**src/sv/idsc_pkg.sv**
```systemverilog
// ----------------------------------------------------------------------------
// idsc_pkg
// Shared types and constants of the idle dim/sleep display power controller.
// ----------------------------------------------------------------------------
package idsc_pkg;

   localparam int TIME_W    = 32;
   localparam int LEVEL_W   = 7;
   localparam int TIMEOUT_W = 16;
   localparam int THRESH_W  = 26;   // TIMEOUT_W seconds scaled to milliseconds
   localparam int ADDR_W    = 3;
   localparam int DATA_W    = 32;

   localparam logic [THRESH_W-1:0] MS_PER_S     = THRESH_W'(1000);
   localparam logic [LEVEL_W-1:0]  MAX_PERCENT  = LEVEL_W'(100);
   localparam logic [LEVEL_W-1:0]  DIM_FLOOR    = LEVEL_W'(5);
   localparam int                  DIM_SHIFT    = 2;   // dimmed level is a quarter
   localparam logic [LEVEL_W-1:0]  LEVEL_OFF    = '0;

   // register index, taken from paddr[2]
   typedef enum logic [0:0] {
      REG_BRIGHTNESS = 1'b0,
      REG_TIMEOUT    = 1'b1
   } reg_index_type;

   typedef enum logic [1:0] {
      MODE_AWAKE  = 2'd0,
      MODE_DIMMED = 2'd1,
      MODE_ASLEEP = 2'd2
   } power_mode_type;

   typedef enum logic [0:0] {
      KIND_POLL     = 1'b0,
      KIND_ACTIVITY = 1'b1
   } item_kind_type;

   function automatic logic [LEVEL_W-1:0] clamp_percent(input logic [LEVEL_W-1:0] v);
      return (v > MAX_PERCENT) ? MAX_PERCENT : v;
   endfunction

   function automatic logic [LEVEL_W-1:0] dim_level(input logic [LEVEL_W-1:0] b);
      logic [LEVEL_W-1:0] q;
      q = b >> DIM_SHIFT;
      return (q < DIM_FLOOR) ? DIM_FLOOR : q;
   endfunction

endpackage

```
**src/sv/idsc_req_if.sv**
```systemverilog
// ----------------------------------------------------------------------------
// idsc_req_if
// Input channel: activity events and polls with a millisecond timestamp.
// ----------------------------------------------------------------------------
interface idsc_req_if;
   logic                            valid;
   logic                            ready;
   logic                            kind;
   logic [idsc_pkg::TIME_W-1:0]     now_ms;

   modport source (output valid, output kind, output now_ms, input ready);
   modport sink   (input valid, input kind, input now_ms, output ready);
endinterface

```
**src/sv/idsc_rsp_if.sv**
```systemverilog
// ----------------------------------------------------------------------------
// idsc_rsp_if
// Result channel: power mode, applied brightness and the applied flag.
// ----------------------------------------------------------------------------
interface idsc_rsp_if;
   logic                            valid;
   logic                            ready;
   logic [1:0]                      power_mode;
   logic [idsc_pkg::LEVEL_W-1:0]    brightness;
   logic                            brightness_applied;

   modport source (output valid, output power_mode, output brightness,
                   output brightness_applied, input ready);
   modport sink   (input valid, input power_mode, input brightness,
                   input brightness_applied, output ready);
endinterface

```
**src/sv/idle_dim_sleep_controller_top.sv**
```systemverilog
// ----------------------------------------------------------------------------
// idle_dim_sleep_controller_top
// Display power controller: awake / dimmed / asleep driven by activity
// events and inactivity polls, with an APB-style register port.
// ----------------------------------------------------------------------------
//
//   channel | direction | handshake        | payload
//   --------+-----------+------------------+-----------------------------------
//   req_ch  | in        | valid / ready    | kind, now_ms
//   rsp_ch  | out       | valid / ready    | power_mode, brightness,
//           |           |                  | brightness_applied
//   APB     | in        | psel/penable     | paddr, pwdata -> prdata
//
// One transfer per cycle in steady state while rsp ready stays high. rsp valid
// rises after the req transfer once the item has passed the input register and
// then the result register.
// The mode / last-activity state is updated at the edge that loads the result
// register, so each item sees the state left by the one before it.
// A stalled rsp holds the result register; the input register still takes one
// more item, after which req ready drops until the result is taken.
// Reset (synchronous) empties both stages and restores register defaults.
//
module idle_dim_sleep_controller_top (
   input  logic                             clock,
   input  logic                             reset,
   idsc_req_if.sink                         req_ch,
   idsc_rsp_if.source                       rsp_ch,
   input  logic                             psel,
   input  logic                             penable,
   input  logic                             pwrite,
   input  logic [idsc_pkg::ADDR_W-1:0]      paddr,
   input  logic [idsc_pkg::DATA_W-1:0]      pwdata,
   output logic [idsc_pkg::DATA_W-1:0]      prdata,
   output logic                             pready
);
   import idsc_pkg::*;

   // ---------------- configuration registers ----------------
   logic [LEVEL_W-1:0]    bright_ff;     // awake level, already clamped
   logic [LEVEL_W-1:0]    dim_lvl_ff;    // quarter of bright_ff, floor 5
   logic [TIMEOUT_W-1:0]  timeout_ff;
   logic [THRESH_W-1:0]   sleep_ms_ff;   // timeout in ms
   logic [THRESH_W-1:0]   dim_ms_ff;     // half timeout (rounded down) in ms

   logic                  cfg_wr;
   reg_index_type         cfg_idx;
   logic [LEVEL_W-1:0]    wr_bright;
   logic [TIMEOUT_W-1:0]  wr_timeout;

   assign pready     = 1'b1;
   assign cfg_wr     = psel && penable && pwrite;
   assign cfg_idx    = reg_index_type'(paddr[2]);
   assign wr_bright  = clamp_percent(pwdata[LEVEL_W-1:0]);
   assign wr_timeout = pwdata[TIMEOUT_W-1:0];

   // Thresholds are scaled to milliseconds when the register is written, so a
   // poll compares raw elapsed ms and never divides: floor(e/1000) >= T
   // exactly when e >= T*1000.
   always_ff @(posedge clock) begin
      if (reset) begin
         bright_ff   <= MAX_PERCENT;
         dim_lvl_ff  <= dim_level(MAX_PERCENT);
         timeout_ff  <= '0;
         sleep_ms_ff <= '0;
         dim_ms_ff   <= '0;
      end else if (cfg_wr) begin
         unique case (cfg_idx)
            REG_BRIGHTNESS: begin
               bright_ff  <= wr_bright;
               dim_lvl_ff <= dim_level(wr_bright);
            end
            REG_TIMEOUT: begin
               timeout_ff  <= wr_timeout;
               sleep_ms_ff <= THRESH_W'(wr_timeout) * MS_PER_S;
               dim_ms_ff   <= THRESH_W'(wr_timeout >> 1) * MS_PER_S;
            end
            default: ;
         endcase
      end
   end

   always_comb begin
      prdata = '0;
      unique case (cfg_idx)
         REG_BRIGHTNESS: prdata = DATA_W'(bright_ff);
         REG_TIMEOUT:    prdata = DATA_W'(timeout_ff);
         default:        prdata = '0;
      endcase
   end

   // ---------------- input register ----------------
   logic                  in_valid_ff;
   item_kind_type         in_kind_ff;
   logic [TIME_W-1:0]     in_now_ff;

   // ---------------- result register ----------------
   logic                  rsp_valid_ff;
   power_mode_type        rsp_mode_ff;
   logic [LEVEL_W-1:0]    rsp_level_ff;
   logic                  rsp_applied_ff;

   // ---------------- controller state ----------------
   power_mode_type        mode_ff, mode_in;
   logic [LEVEL_W-1:0]    level_ff, level_in;
   logic [TIME_W-1:0]     last_ms_ff, last_ms_in;
   logic                  applied_in;

   logic                  advance;   // result register free to load
   logic                  fire;      // an item moves into the result register
   logic                  req_take;

   assign advance  = !rsp_valid_ff || rsp_ch.ready;
   assign fire     = in_valid_ff && advance;
   assign req_take = req_ch.valid && req_ch.ready;

   assign req_ch.ready = !in_valid_ff || advance;

   always_ff @(posedge clock) begin
      if (reset) begin
         in_valid_ff <= 1'b0;
      end else if (req_ch.ready) begin
         in_valid_ff <= req_ch.valid;
      end
   end

   always_ff @(posedge clock) begin
      if (req_take) begin
         in_kind_ff <= item_kind_type'(req_ch.kind);
         in_now_ff  <= req_ch.now_ms;
      end
   end

   // ---------------- decision logic ----------------
   logic [TIME_W-1:0]     elapsed_ms;
   power_mode_type        target_mode;
   logic [LEVEL_W-1:0]    target_level;

   assign elapsed_ms = in_now_ff - last_ms_ff;   // wraps mod 2^32

   always_comb begin
      target_mode  = MODE_AWAKE;
      target_level = bright_ff;
      last_ms_in   = last_ms_ff;
      priority if (in_kind_ff == KIND_ACTIVITY) begin
         last_ms_in = in_now_ff;
      end else if (timeout_ff == '0) begin
         // timeout zero: always awake
         target_mode = MODE_AWAKE;
      end else if (elapsed_ms >= TIME_W'(sleep_ms_ff)) begin
         target_mode  = MODE_ASLEEP;
         target_level = LEVEL_OFF;
      end else if (elapsed_ms >= TIME_W'(dim_ms_ff)) begin
         target_mode  = MODE_DIMMED;
         target_level = dim_lvl_ff;
      end else begin
         target_mode = MODE_AWAKE;
      end

      // a level is applied only on a real mode change
      applied_in = (target_mode != mode_ff);
      mode_in    = target_mode;
      level_in   = applied_in ? target_level : level_ff;
   end

   always_ff @(posedge clock) begin
      if (reset) begin
         mode_ff    <= MODE_AWAKE;
         level_ff   <= '0;
         last_ms_ff <= '0;
      end else if (fire) begin
         mode_ff    <= mode_in;
         level_ff   <= level_in;
         last_ms_ff <= last_ms_in;
      end
   end

   always_ff @(posedge clock) begin
      if (reset) begin
         rsp_valid_ff <= 1'b0;
      end else if (advance) begin
         rsp_valid_ff <= in_valid_ff;
      end
   end

   always_ff @(posedge clock) begin
      if (fire) begin
         rsp_mode_ff    <= mode_in;
         rsp_level_ff   <= level_in;
         rsp_applied_ff <= applied_in;
      end
   end

   assign rsp_ch.valid              = rsp_valid_ff;
   assign rsp_ch.power_mode         = rsp_mode_ff;
   assign rsp_ch.brightness         = rsp_level_ff;
   assign rsp_ch.brightness_applied = rsp_applied_ff;

`ifndef SYNTH
   // asleep always means the backlight is off
   a_sleep_dark: assert property (@(posedge clock) disable iff (reset)
      (mode_ff == MODE_ASLEEP) |-> (level_ff == LEVEL_OFF))
      else $error("asleep with nonzero level");

   // the dimmed level never falls below the floor
   a_dim_floor: assert property (@(posedge clock) disable iff (reset)
      (mode_ff == MODE_DIMMED) |-> (level_ff >= DIM_FLOOR))
      else $error("dimmed level below floor");

   // an activity event always yields an awake result
   a_activity_wakes: assert property (@(posedge clock) disable iff (reset)
      (fire && in_kind_ff == KIND_ACTIVITY) |=>
         (rsp_valid_ff && rsp_mode_ff == MODE_AWAKE && mode_ff == MODE_AWAKE))
      else $error("activity did not wake");

   // the reported result matches the state it left behind until it is taken
   a_rsp_tracks_state: assert property (@(posedge clock) disable iff (reset)
      rsp_valid_ff |-> (rsp_mode_ff == mode_ff && rsp_level_ff == level_ff))
      else $error("result does not match controller state");
`endif

endmodule
```
**src/flat_wrapper.sv**
```systemverilog
// flat-port wrapper written by rule: the top's interface ports become plain ports
module idle_dim_sleep_controller_top_flat import idsc_pkg::*;
  (clock, reset, psel, penable, pwrite, paddr, pwdata, prdata, pready, req_ch_valid, req_ch_kind, req_ch_now_ms, req_ch_ready, rsp_ch_valid, rsp_ch_power_mode, rsp_ch_brightness, rsp_ch_brightness_applied, rsp_ch_ready);
  idsc_req_if req_ch_i ();
  idsc_rsp_if rsp_ch_i ();
  input  logic clock;
  input  logic reset;
  input  logic psel;
  input  logic penable;
  input  logic pwrite;
  input  logic [idsc_pkg::ADDR_W-1:0] paddr;
  input  logic [idsc_pkg::DATA_W-1:0] pwdata;
  output logic [idsc_pkg::DATA_W-1:0] prdata;
  output logic pready;
  input wire logic [$bits(req_ch_i.valid)-1:0] req_ch_valid;
  input wire logic [$bits(req_ch_i.kind)-1:0] req_ch_kind;
  input wire logic [$bits(req_ch_i.now_ms)-1:0] req_ch_now_ms;
  output wire logic [$bits(req_ch_i.ready)-1:0] req_ch_ready;
  output wire logic [$bits(rsp_ch_i.valid)-1:0] rsp_ch_valid;
  output wire logic [$bits(rsp_ch_i.power_mode)-1:0] rsp_ch_power_mode;
  output wire logic [$bits(rsp_ch_i.brightness)-1:0] rsp_ch_brightness;
  output wire logic [$bits(rsp_ch_i.brightness_applied)-1:0] rsp_ch_brightness_applied;
  input wire logic [$bits(rsp_ch_i.ready)-1:0] rsp_ch_ready;
  assign req_ch_i.valid = req_ch_valid;
  assign req_ch_i.kind = req_ch_kind;
  assign req_ch_i.now_ms = req_ch_now_ms;
  assign req_ch_ready = req_ch_i.ready;
  assign rsp_ch_valid = rsp_ch_i.valid;
  assign rsp_ch_power_mode = rsp_ch_i.power_mode;
  assign rsp_ch_brightness = rsp_ch_i.brightness;
  assign rsp_ch_brightness_applied = rsp_ch_i.brightness_applied;
  assign rsp_ch_i.ready = rsp_ch_ready;
  idle_dim_sleep_controller_top u_core (.clock(clock), .reset(reset), .req_ch(req_ch_i), .rsp_ch(rsp_ch_i), .psel(psel), .penable(penable), .pwrite(pwrite), .paddr(paddr), .pwdata(pwdata), .prdata(prdata), .pready(pready));
endmodule
```
**config.mk**
```make
export PLATFORM = sky130hd
export DESIGN_NAME = idle_dim_sleep_controller_top_flat
export DESIGN_NICKNAME = d
export VERILOG_FILES = /design/src/sv/idsc_pkg.sv /design/src/sv/idsc_req_if.sv /design/src/sv/idsc_rsp_if.sv /design/src/sv/idle_dim_sleep_controller_top.sv /design/src/flat_wrapper.sv
export SDC_FILE = /design/constraint.sdc
export NUM_CORES = 1
export LEC_CHECK = 0
export ABC_AREA = 1
export BUFFER_PORTS_ARGS = -buffer_cell sky130_fd_sc_hd__buf_4
export CAP_MARGIN = 25
export CORE_ASPECT_RATIO = 0.5
export CORE_MARGIN = 2
export CORE_UTILIZATION = 40
export CTS_CLUSTER_SIZE = 14
export DETAILED_ROUTE_END_ITERATION = 8
export GPL_TIMING_DRIVEN = 0
export HOLD_SLACK_MARGIN = 0.06
export PLACE_DENSITY_LB_ADDON = 0.25
export SYNTH_ARGS = -nofsm -noshare
export SYNTH_HDL_FRONTEND = slang
export SYNTH_SLANG_ARGS = --single-unit
```
**constraint.sdc**
```tcl
create_clock -name clock -period 4.37 [get_ports clock]
set_clock_uncertainty 0.2 [all_clocks]
set_input_delay 0.437 -clock clock [delete_from_list [all_inputs] [get_ports clock]]
set_output_delay 0.437 -clock clock [all_outputs]
set_load 0.03 [all_outputs]
```
* Word level (Yosys, flattened, before mapping) *
Cells that the tools add are included.

word-level totals
  latch bits = 0
  bits of input ports = 75
  output and inout port bits = 45
  register bits after elaboration = 162
  memories = 0
  bits in read-only memories = 0
  RAM bits = 0
  word-level logic and storage cells = 48

operators by class
  bitwise operators = 1
  shift-type cells = 0
  mux-type cells = 12
  equal/unequal tests = 1
  multiply operators = 2
  divide/modulo/power cells = 0
  $add $sub $neg = 1
  order comparisons = 4
  reduce and logical (&&, ||, !) cells = 12

operator list
  operator               number
  $ge 32x26->1           2
  $pmux 32 s2            1
  $mux 7                 6
  $sub 32x32->32         1
  $mul 16x7->23 const B  1
  $mul 15x7->22 const B  1
  $logic_not 16->1       1
  $gt 7x7->1 const B     1
  $mux 2                 3
  $reduce_and 2->1       3
  $lt 5x3->1 const B     1
  $mux 5                 1
  $logic_and 1x1->1      4
  $logic_not 1->1        2
  $logic_or 1x1->1       2
  $ne 2x2->1             1
  $mux 1                 1
  $not 1->1              1

* Depth between registers and ports, before layout *
  depth in word-level cells = 8
  mapped depth = 30
  gate-level depth less buffers = 30

* Worst setup path after synthesis *
OpenSTA, ideal clock, no wires.

  path type = input -> register
  from = in pwdata[1] (netlist bit)
  to = reg u_core.dim_ms_ff[20]
  buffers on the path = 0
  setup time = 128 ps
  data required time = 4,042 ps
  arrival = 4,239 ps
  slack = -197 ps
  stages = 17
  cells stage by stage = fa_1 -> inv_1 -> fa_1 -> fa_1 -> inv_1 -> fa_1 -> ha_1 -> a21oi_1 -> nand2_1 -> a21o_1 -> a21oi_1 -> o21ai_0 -> a21oi_1 -> inv_1 -> a21oi_1 -> xor2_1 -> a21oi_1

between the ends
  cells in the longest elaborated chain, start to end = 1

ends and longest elaborated chain
  element                 line                                 source
  start: declaration      flat_wrapper.sv:12                   input logic [idsc_pkg::DATA_W-1:0] pwdata;
  $mul 15x7->22           idle_dim_sleep_controller_top.sv:75  dim_ms_ff <= THRESH_W'(wr_timeout >> 1) * MS_PER_S;
  end signal: assignment  idle_dim_sleep_controller_top.sv:75
  end: declaration        idle_dim_sleep_controller_top.sv:43  logic [THRESH_W-1:0] dim_ms_ff;

No other way between the ends.
A chain may end at the register's enable or synchronous reset.

* Worst setup path in the final report *
  from = in pwdata[1] (netlist bit)
  to = reg u_core.sleep_ms_ff[20]

between the ends
  cells in the longest elaborated chain, start to end = 1

ends and longest elaborated chain
  element                 line                                 source
  $mul 16x7->23           idle_dim_sleep_controller_top.sv:74  sleep_ms_ff <= THRESH_W'(wr_timeout) * MS_PER_S;
  end signal: assignment  idle_dim_sleep_controller_top.sv:74
  end: declaration        idle_dim_sleep_controller_top.sv:42  logic [THRESH_W-1:0] sleep_ms_ff;

No other way between the ends.

==> flow_summary.json <==
{
  "synthTopCellsByArea": "dfxtp_1 18%, ha_1 14%, edfxtp_1 10%",
  "drv_slew": 0,
  "cpPeakStageDelay_ns": 0.57,
  "cts_buffers": 17,
  "rsz0062_at_grt": "yes",
  "p_leak_nw": 7.527,
  "clock.fmax_ghz": 0.2278,
  "syn_avg_cell_area_um2": 7.734,
  "grt_pass1_vias": 10390,
  "syn_area_um2": 12650,
  "power_frac_seq": 0.210,
  "synth_edf_count": 43,
  "grt_pass1_wl_um": 52360,
  "avgRoutedWirePerCell_um": 14.45,
  "netlist.area_leader.share": 0.1773,
  "power_switching_w": 0.003352,
  "rr_worst_depth": 24,
  "cts_tree": "built",
  "drc": 0,
  "stdcell_area_um2": 15590,
  "yosysWarnings": 0,
  "die_h_um": 129.7,
  "ys_seq_elements": 155,
  "slew_headroom": 0.5357,
  "rows": 45,
  "critPathCaptureType": "register",
  "dp_slack_ns": -0.9023,
  "hold_depth": 3,
  "hpwl_um": 25510,
  "die_w_um": 255.5,
  "antenna_found_initial": 0,
  "synth_cell_type_count": 45,
  "syn_inst": 1635,
  "ios": 120,
  "drtIter0Drc": 582,
  "synth-seq-area-share": 0.2794,
  "crit_fanout": 4,
  "cts_buffer_depth": 2,
  "layout-drive-gt1-share": 0.1616,
  "finalSetupViolations": 1,
  "synthToLayoutAreaGrowth_pct": 23.25,
  "cts-root-buf": "clkbuf_16",
  "drv_cap": 0,
  "startpoint_type": "input port",
  "cts.clk_slew.worst_paths_ns": 0.07,
  "cp.required_ns": 4.48,
  "worst_slew_pin_slew_ns": 0.6939,
  "p_comb_frac": 0.590,
  "place_congestion": 0.9194,
  "viasPerCell": 4.798,
  "synth_top_cell_by_area": "dfxtp_1",
  "dr.pass1.iters": 5,
  "grt_max_degree": 21,
  "finalHoldViolCount": 0,
  "fin_crit_sh": 1.004,
  "placeableCoreArea_um2": 30690,
  "netSwitchingFraction": 0.4421,
  "status": "finished with violations",
  "place_area_um2": 13930,
  "power_density_nw_per_um2": 486.4,
  "internal-power_w": 0.004230,
  "clockPowerShare": 0.201,
  "io_buffers": 83,
  "crit_arrival_ns": 4.50,
  "clock_latency_ns": 0.45,
  "vdd_drop_max_uv": 366.8,
  "setup_ws_ns": -0.01949,
  "die_area_um2": 33140,
  "violations": "negative setup slack",
  "grtUsageTotal": 0.1999,
  "drt-total-wl_um": 32500,
  "num-nets-final": 2098,
  "cts.htree.levels": 4,
  "crit_chain": "buf_12 > fa_1 > inv_1 > fa_1 > fa_1 > inv_1 > fa_1 > ha_4 > a21oi_2 > nand2_2 > a21oi_2 > o21bai_1 > a21o_1 > a21o_1 > a21oi_2 > inv_1 > a21oi_2 > xor2_2 > a21oi_1",
  "synthArstFlopShare": 0,
  "worstSetupPathType": "input port to register",
  "start_util": 0.4121,
  "dr_total_vias": 10790,
  "overflow": 0,
  "period_minus_slack_ns": 4.389,
  "hp-class": "input port to register",
  "diodes": 0,
  "slowest_stage": "fa_1",
  "cts_sinks": 155,
  "synthFlopType": "dfxtp_1",
  "ant_nets": 0
}
[through the flow]
step / util / hold slack, ns / total power, W / setup TNS, ns / cells
after detailed placement: 0.4538 / 0.2526 / 0.005250 / -13.32 / 2157
after global routing: 0.5079 / 0.08166 / 0.008183 / -0.7684 / 2249
after CTS: 0.4926 / 0.06463 / 0.007134 / 0 / 2238
after floorplan: - / 0.2353 / 0.004284 / -0.1182 / 1650
after global placement: 0.4529 / 0.2486 / 0.005198 / -12.54 / 2156
final: 0.5079 / 0.07336 / 0.007582 / -0.01949 / 2249
[critical path, delay by kind of cell]
family,cells,cell delay (ns)
buffers and inverters,4,0.32
adders and majority gates,5,2.29
xor gates and xnor gates,1,0.20
and+or+nand+nor,1,0.08
AOI/OAI and AO/OA,8,1.15
[timing repair]
action	4_1_cts	5_1_grt
hold buffers	33	0
setup endpoints to repair	30	33
setup buffers	17	16
resized for setup	30	75
pin swaps	22	30
endpoints found under the hold margin	33	0
[cells by family after synthesis]
family / share of synthesized area
compound gates: 0.1323
xor+xnor: 0.03878
fa+ha+maj: 0.2458
buf+inv: 0.1140
flops: 0.2794
other cells: 0.0005939
simple gates: 0.1892
[flip-flops by register name, summed over array words and instances (netlist names)]
| signal | flops |
|---|---|
| u_core.level_ff | 7 |
| u_core.rsp_ch.valid | 1 |
| u_core.in_kind_ff | 1 |
| u_core.sleep_ms_ff | 21 |
| u_core.in_now_ff | 32 |
| u_core.bright_ff | 7 |
| u_core.dim_lvl_ff | 5 |
| u_core.last_ms_ff | 32 |
| u_core.rsp_ch.brightness | 7 |
| u_core.timeout_ff | 16 |
| u_core.mode_ff | 2 |
| u_core.in_valid_ff | 1 |
| u_core.rsp_ch.brightness_applied | 1 |
| u_core.rsp_ch.power_mode | 2 |
| u_core.dim_ms_ff | 20 |
[synthesized netlist by cell type, drive strengths merged, types with 8 or more instances]
master,instances
a21oi,160
a31oi,8
buf,20
clkbuf,38
dfxtp,112
edfxtp,43
fa,64
ha,146
inv,307
nand2,330
nand3,58
nor2,111
nor3,13
o21ai,120
xnor2,20
xor2,36
[power by group through the flow]
stage                     Sequential, W  Combinational, W  Clock, W
final                           0.00159           0.00447   0.00152
after global placement          0.00162           0.00358         0
after CTS                       0.00159           0.00400   0.00154
after global routing            0.00160           0.00498   0.00160
after detailed placement        0.00162           0.00363         0
after floorplan                 0.00162           0.00266         0
[placed cells by master, fill, tap and decap left out, types with 26 or more instances in the layout]
cell,instances
o21ai_0,108
xor2_1,26
dfxtp_1,112
clkbuf_1,33
buf_4,126
fa_1,61
nand3_1,45
nand2_1,296
edfxtp_1,43
inv_1,299
nor2_1,98
a21oi_1,139
dlygate4sd3_1,33
ha_1,133
[path summary, 6_finish.rpt]
path                               from                           to  slack, ns
hold / removal             req_ch_valid           u_core.in_valid_ff       0.07
setup reg to reg    u_core.in_now_ff[0]  u_core.rsp_ch.brightness[1]       0.23
hold reg to reg   u_core.last_ms_ff[23]        u_core.last_ms_ff[23]       0.26
setup / recovery              pwdata[1]       u_core.sleep_ms_ff[20]      -0.02
[final cells by class]
| type | count | area [µm²] |
|---|---|---|
| sequential | 155 | 3533 |
| buffer | 53 | 266.5 |
| fill | 2932 | 15100 |
| clock buffer | 22 | 528.0 |
| inverter | 308 | 1162 |
| multi-input combinational | 1129 | 8200 |
| tap | 423 | 529.3 |
| clock inverter | 10 | 85.08 |
| timing repair buffer | 149 | 1281 |
[metal layers]
layer	part of all wire	GRT usage
met5	0	0
met4	0.017	0.04816
met3	0.043	0.03652
met2	0.45	0.3298
met1	0.49	0.2745
(Power assumes the default switching activity.)
